`src/rtl/assert_macros.svh`:
```
// ----------------------------------------------------------------------------
// Assertion macros
// Concurrent assertion wrappers shared by the RTL; empty under synthesis.
// ----------------------------------------------------------------------------
`ifndef ASSERT_MACROS_SVH
`define ASSERT_MACROS_SVH

`ifndef SYNTHESIS
// Check prop on every rising edge outside reset.
`define ASSERT_ALWAYS(label, clk, rstn, prop) \
	label: assert property (@(posedge clk) disable iff (!rstn) (prop)) \
		else $error("assertion failed");
// Check that ante implies cons in the same cycle.
`define ASSERT_IMPLY(label, clk, rstn, ante, cons) \
	label: assert property (@(posedge clk) disable iff (!rstn) (ante) |-> (cons)) \
		else $error("assertion failed");
// Check that ante implies cons in the following cycle.
`define ASSERT_NEXT(label, clk, rstn, ante, cons) \
	label: assert property (@(posedge clk) disable iff (!rstn) (ante) |=> (cons)) \
		else $error("assertion failed");
`else
`define ASSERT_ALWAYS(label, clk, rstn, prop)
`define ASSERT_IMPLY(label, clk, rstn, ante, cons)
`define ASSERT_NEXT(label, clk, rstn, ante, cons)
`endif

`endif

```
`src/rtl/cbd_pkg.sv`:
```
// ----------------------------------------------------------------------------
// Chunked body deframer package
// Phase and class codes, character constants, the hex digit decoder and the whitespace test.
// ----------------------------------------------------------------------------
`default_nettype none

package cbd_pkg;

	typedef logic [1:0] phase_t;
	typedef logic [2:0] class_t;
	typedef logic [7:0] byte_t;

	// phase codes
	localparam phase_t PH_SIZE = 2'd0;
	localparam phase_t PH_DATA = 2'd1;
	localparam phase_t PH_DONE = 2'd2;
	localparam phase_t PH_ERR  = 2'd3;

	// byte class codes
	localparam class_t CL_SIZE    = 3'd0;
	localparam class_t CL_DATA    = 3'd1;
	localparam class_t CL_FINAL   = 3'd2;
	localparam class_t CL_ERROR   = 3'd3;
	localparam class_t CL_IGNORED = 3'd4;

	localparam byte_t CH_HT    = 8'h09;
	localparam byte_t CH_LF    = 8'h0A;
	localparam byte_t CH_CR    = 8'h0D;
	localparam byte_t CH_SPACE = 8'h20;
	localparam byte_t CH_0     = 8'h30;
	localparam byte_t CH_9     = 8'h39;
	localparam byte_t CH_UA    = 8'h41;
	localparam byte_t CH_UF    = 8'h46;
	localparam byte_t CH_LA    = 8'h61;
	localparam byte_t CH_LF_HEX = 8'h66;

	typedef struct packed {
		logic       valid;
		logic [3:0] value;
	} hex_t;

	function automatic hex_t hex_decode(input byte_t c);
		hex_t r;
		r.valid = 1'b0;
		r.value = 4'd0;
		if (c >= CH_0 && c <= CH_9) begin
			r.valid = 1'b1;
			r.value = 4'(c - CH_0);
		end else if (c >= CH_LA && c <= CH_LF_HEX) begin
			r.valid = 1'b1;
			r.value = 4'(c - CH_LA + 8'd10);
		end else if (c >= CH_UA && c <= CH_UF) begin
			r.valid = 1'b1;
			r.value = 4'(c - CH_UA + 8'd10);
		end
		return r;
	endfunction

	function automatic logic is_space(input byte_t c);
		return (c == CH_SPACE) || (c >= CH_HT && c <= CH_CR);
	endfunction

endpackage

`default_nettype wire

```
`src/rtl/chunked_body_deframer_core.sv`:
```
// ----------------------------------------------------------------------------
// Chunked body deframer core
// Classifies each byte of a chunked HTTP body as size line, payload, final
// LF, error or ignored, and echoes it with that class.
// ----------------------------------------------------------------------------
//  channel  direction  signals                     contents
//  s_*      in         s_tvalid s_tready s_tdata   one raw body byte
//  m_*      out        m_tvalid m_tready m_tdata   echoed byte
//                      m_tuser                     byte class
//
//  One byte per cycle while m_* does not stall: the state update and class
//  decode sit between the input port and the output register.
//  s_tready stays high while the output register is empty or being drained,
//  so a stall on m_* holds at most one byte.
//  arst_n sets phase to size line and the line-start flag, and clears the length.
//  After the final zero chunk or an error, bytes pass as ignored until reset.
// ----------------------------------------------------------------------------
`default_nettype none

`include "assert_macros.svh"

module chunked_body_deframer_core #(
	parameter int LENGTH_BITS = 32
) (
	input  wire                 clk,
	input  wire                 arst_n,
	input  wire                 s_tvalid,
	output logic                s_tready,
	input  wire  cbd_pkg::byte_t  s_tdata,   // [7:0] in_byte
	output logic                m_tvalid,
	input  wire                 m_tready,
	output cbd_pkg::byte_t      m_tdata,   // [7:0] out_byte
	output cbd_pkg::class_t     m_tuser    // [2:0] byte_class
);
	import cbd_pkg::*;

	localparam int LB = LENGTH_BITS;

	phase_t        phase_q, phase_d;
	logic          line_start_q, line_start_d;
	logic [LB-1:0] len_q, len_d;
	class_t        cls;
	hex_t          hex;
	logic          ovf;
	logic          s_accept;

	assign s_tready = !m_tvalid || m_tready;
	assign s_accept = s_tvalid && s_tready;

	assign hex = hex_decode(s_tdata);
	// another digit would push the length past LB bits
	assign ovf = |len_q[LB-1:LB-4];

	always_comb begin
		phase_d      = phase_q;
		line_start_d = line_start_q;
		len_d        = len_q;
		cls          = CL_IGNORED;
		unique case (phase_q)
			PH_SIZE: begin
				cls = CL_SIZE;
				priority if (line_start_q && s_tdata == CH_CR) begin
					// skip CR left from the previous chunk
				end else if (line_start_q && s_tdata == CH_LF) begin
					line_start_d = 1'b0;
				end else begin
					line_start_d = 1'b0;
					priority if (s_tdata == CH_LF) begin
						if (len_q == '0) begin
							phase_d = PH_DONE;
							cls     = CL_FINAL;
						end else begin
							phase_d = PH_DATA;
						end
					end else if (is_space(s_tdata)) begin
						// skip whitespace
					end else if (!hex.valid || ovf) begin
						phase_d = PH_ERR;
						cls     = CL_ERROR;
					end else begin
						len_d = {len_q[LB-5:0], hex.value};
					end
				end
			end
			PH_DATA: begin
				cls   = CL_DATA;
				len_d = len_q - LB'(1);
				if (len_q == LB'(1)) begin
					phase_d      = PH_SIZE;
					line_start_d = 1'b1;
				end
			end
			PH_DONE, PH_ERR: begin
				cls = CL_IGNORED;
			end
			default: begin
				cls = CL_IGNORED;
			end
		endcase
	end

	always_ff @(posedge clk or negedge arst_n) begin
		if (!arst_n) begin
			phase_q      <= PH_SIZE;
			line_start_q <= 1'b1;
			len_q        <= '0;
		end else if (s_accept) begin
			phase_q      <= phase_d;
			line_start_q <= line_start_d;
			len_q        <= len_d;
		end
	end

	always_ff @(posedge clk or negedge arst_n) begin
		if (!arst_n) begin
			m_tvalid <= 1'b0;
		end else begin
			m_tvalid <= s_accept || (m_tvalid && !m_tready);
		end
	end

	// output payload, loaded with each accepted item
	always_ff @(posedge clk) begin
		if (s_accept) begin
			m_tdata <= s_tdata;
			m_tuser <= cls;
		end
	end

	`ASSERT_NEXT(a_done_sticky, clk, arst_n, phase_q == PH_DONE, phase_q == PH_DONE)
	`ASSERT_NEXT(a_err_sticky, clk, arst_n, phase_q == PH_ERR, phase_q == PH_ERR)
	`ASSERT_IMPLY(a_data_len, clk, arst_n, phase_q == PH_DATA, len_q != '0)
	`ASSERT_IMPLY(a_line_start, clk, arst_n, line_start_q, phase_q == PH_SIZE)
	`ASSERT_NEXT(a_data_class, clk, arst_n, s_accept && phase_q == PH_DATA,
		m_tvalid && m_tuser == CL_DATA)
	`ASSERT_IMPLY(a_final_done, clk, arst_n, m_tvalid && m_tuser == CL_FINAL,
		phase_q == PH_DONE)

endmodule

`default_nettype wire
```
`config.mk`:
```
export PLATFORM = sky130hd
export DESIGN_NAME = chunked_body_deframer_core
export DESIGN_NICKNAME = d
export VERILOG_FILES = /design/src/rtl/cbd_pkg.sv /design/src/rtl/chunked_body_deframer_core.sv
export VERILOG_INCLUDE_DIRS = /design/src /design/src/rtl
export SDC_FILE = /design/constraint.sdc
export NUM_CORES = 1
export LEC_CHECK = 0
export BUFFER_PORTS_ARGS = -buffer_cell sky130_fd_sc_hd__buf_2
export CELL_PAD_IN_SITES_DETAIL_PLACEMENT = 1
export CELL_PAD_IN_SITES_GLOBAL_PLACEMENT = 1
export CORE_ASPECT_RATIO = 0.9
export CORE_MARGIN = 3
export CORE_UTILIZATION = 35
export DETAILED_ROUTE_END_ITERATION = 10
export GPL_ROUTABILITY_DRIVEN = 0
export GPL_TIMING_DRIVEN = 0
export PLACE_DENSITY_LB_ADDON = 0.08
export SYNTH_ARGS = -nofsm -noshare
export SYNTH_HDL_FRONTEND = slang
export SYNTH_SLANG_ARGS = --single-unit
```
`constraint.sdc`:
```
create_clock -name clk -period 5.47 [get_ports clk]
set_input_delay 0.547 -clock clk [delete_from_list [all_inputs] [get_ports clk]]
set_output_delay 0.547 -clock clk [all_outputs]
set_load 0.01 [all_outputs]
```
==> impl_metrics.env <==
export IMPL_status="complete, no violations"
export IMPL_setup_viol=0
export IMPL_fin_crit_ns=2.59
export IMPL_synth_xor_area_share_pct=0.564
export IMPL_synth_edff_count=11
export IMPL_critPathMaxFanout=9
export IMPL_drv_slew=0
export IMPL_cts_root_buf="clkbuf_8"
export IMPL_antenna_found_initial=0
export IMPL_synth_cell_types=69
export IMPL_p_leak_nw=1.32
export IMPL_yosys_warnings=0
export IMPL_synthToLayoutAreaGrowth_pct=12.0
export IMPL_fin_nets=397
export IMPL_grt_pass1_wl_mm=17.1
export IMPL_cts_resized=0
export IMPL_die_area_um2=10000
export IMPL_fill_cells=983
export IMPL_fin_cells=494
export IMPL_antenna_left=0
export IMPL_clock_path_buffers=2
export IMPL_cts_sinks=47
export IMPL_crit_path_end_kind="flip-flop"
export IMPL_tightest_slew_ns=0.851
export IMPL_dp_cells=486
export IMPL_num_vias=2921
export IMPL_grt_ovfl_total=0
export IMPL_drive_gt1_share_pct=17.7
export IMPL_fmax_mhz=386
export IMPL_syn_nets=366
export IMPL_grt_pass1_vias=3014
export IMPL_post_route_drc_count=0
export IMPL_synth_area_leader_cell="dfrtp_1"
export IMPL_io_buffers=24
export IMPL_die_w_um=105
export IMPL_grt_busiest_layer="met2"
export IMPL_synth_compound_area_share_pct=26.4
export IMPL_rows=31
export IMPL_holdCritPathClass="in -> async"
export IMPL_grtUsageMet2_pct=33.6
export IMPL_clk_latency_ns=0.31
export IMPL_synth_area_top_cells="dfrtp_1, edfxtp_1, a21oi_1, o21ai_0, nor2_1"
export IMPL_routed_wl_mm=10.2
export IMPL_finClkSkew_ns=0.0123
export IMPL_required_ns=5.68
export IMPL_ys_seq_area_share_pct=39.7
export IMPL_synth_top_family_by_area="compound AO/OA/AOI/OAI gates"
export IMPL_rsz0062_at_grt="false"
export IMPL_cts_buffers=5
export IMPL_yosys_area_share_simple_pct=24.3
export IMPL_fp_coreArea_um2=8340
export IMPL_netlist_instances=347
export IMPL_cp_arrival_ns=2.80
export IMPL_synth_top_area_share_pct=28.2
export IMPL_cts_clk_slew_worst_paths_ns=0.10
export IMPL_die_y_um=95.4
export IMPL_hold_viol_final=0
export IMPL_startpoint_type="flip-flop"
export IMPL_path_class="reg -> reg"
export IMPL_cts_tree="done"
export IMPL_wire_per_inst_um=20.7
export IMPL_synth_area_per_cell_um2=8.96
export IMPL_yosys_most_used_dff="dfrtp_1"
export IMPL_use_met3_pct=3.18
export IMPL_start_util_pct=37.3
export IMPL_synthAdderAreaFrac_pct=2.82
export IMPL_drtIter0Drc=124
export IMPL_max_cap_violations=0
export IMPL_synth_mux_area_share_pct=0.684
export IMPL_place_hpwl_mm=7.39
export IMPL_setup_tns_ns=0
export IMPL_grt_max_degree=37
export IMPL_postCtsSetupBuffers=0
export IMPL_viasPerCell=5.91
export IMPL_dr_pass1_iters=4
export IMPL_ir_drop_uv=165
export IMPL_ctsHoldBuffers=0
export IMPL_antennaDiodeCount=0
export IMPL_post_route_period_util_pct=47.3
export IMPL_ys_seq_elements=47
export IMPL_use_met1_pct=32.3
export IMPL_p_total_w=0.00131
export IMPL_io_pins=25
export IMPL_ctsHtreeMaxLevel=2
export IMPL_relSlewSlack_pct=43.3
export IMPL_grt_usage_pct=21.8
export IMPL_synthesis_area_um2=3110
export IMPL_synth_async_sr_flop_share_pct=76.6
export IMPL_p_per_area_nw_per_um2=377
worst paths after layout:
path | start | end | cells past startpoint | slack [ns]
min in group clk | s_tdata[2] | m_tdata[2]$_DFFE_PP_ | 1 | 0.42
setup / recovery | len_q[1]$_DFFE_PN0P_ | phase_q[0]$_DFFE_PN0P_ | 7 | 2.88
max in group asynchronous | arst_n | len_q[10]$_DFFE_PN0P_ | 1 | 4.60
hold reg to reg | line_start_q$_DFFE_PN1P_ | line_start_q$_DFFE_PN1P_ | 2 | 0.54
hold / removal | arst_n | m_tvalid$_DFF_PN0_ | 1 | 0.33
setup reg to reg | len_q[1]$_DFFE_PN0P_ | phase_q[0]$_DFFE_PN0P_ | 7 | 2.88
worst max-delay path, cell delays in order (launching register included):
cell and delay, ns:
dfrtp_1 0.46, inv_1 0.14, ha_1 0.21, or3b_1 0.35, clkbuf_1 0.30, nor3_1 0.54, nand3_1 0.21, a32o_1 0.27
layer usage:
layer	vias to the layer above	wire length (um)
met3	4	519
met1	1477	5040
li1	1375	-
met5	-	0
met4	0	49
met2	65	4640
cells in the mapped netlist, drive strengths merged, types with 7 or more instances:
library cell  count
a21oi            29
a22oi             9
a31oi            10
buf              10
clkbuf           14
dfrtp            35
edfxtp           11
ha                7
inv              13
nand2            12
nand3            10
nor2             38
nor3             14
nor4             17
o21ai            33
o22a              8
cells in the final DEF, fill, tap and decap left out, drive strengths merged, types with 5 or more instances in the layout:
| master | instances |
|---|---|
| nor2 | 38 |
| dfrtp | 35 |
| buf | 34 |
| o21ai | 33 |
| a21oi | 29 |
| clkbuf | 19 |
| nor4 | 17 |
| nor3 | 14 |
| inv | 13 |
| nand2 | 12 |
| edfxtp | 11 |
| nand3 | 10 |
| a31oi | 10 |
| a22oi | 9 |
| o22a | 8 |
| ha | 7 |
| nand2b | 5 |
| or2 | 5 |
| or3 | 5 |
logic make-up after synthesis:
logic type | count (synthesis)
flip-flops | 47
adder cells (fa/ha/maj) | 7
multiplexers | 2
buffers and inverters | 37
XOR/XNOR | 2
AND/OR/NAND/NOR | 128
AO/OA/AOI/OAI | 124
where the power goes:
part | total [W] | internal [W] | switching [W]
clock network | 0.000263 | 0.000134 | 0.000129
registers | 0.000630 | 0.000465 | 0.000165
logic | 0.000421 | 0.000174 | 0.000247
total | 0.00131 | 0.000774 | 0.000540
stage by stage:
step	setup slack, ns	hold WS [ns]	area (um2)	utilization, %
floorplan	3.22	0.251	3110	-
global placement	2.68	0.492	3370	40.4
detailed placement	2.58	0.527	3370	40.4
CTS	2.88	0.361	3480	41.7
global route	2.70	0.397	3480	41.7
finish	2.88	0.330	3480	41.7
final cells by class:
| class | instances | area (um2) | share of cell area, % |
|---|---|---|---|
| plain buffers | 24 | 124 | 3.56 |
| clock inverters | 3 | 38.8 | 1.11 |
| well taps | 115 | 144 | 4.14 |
| multi-input cells | 263 | 1700 | 48.9 |
| flip-flops and latches | 47 | 1230 | 35.4 |
| clock buffers | 5 | 68.8 | 1.98 |
| repair buffers | 24 | 120 | 3.45 |
| inverters | 13 | 48.8 | 1.40 |
flip-flops by register name, indices dropped and copies added (netlist names):
name,count
len_q,32
line_start_q,1
m_tdata,8
m_tuser,3
m_tvalid,1
phase_q,2
No activity file was read; power rests on OpenSTA's default activity.
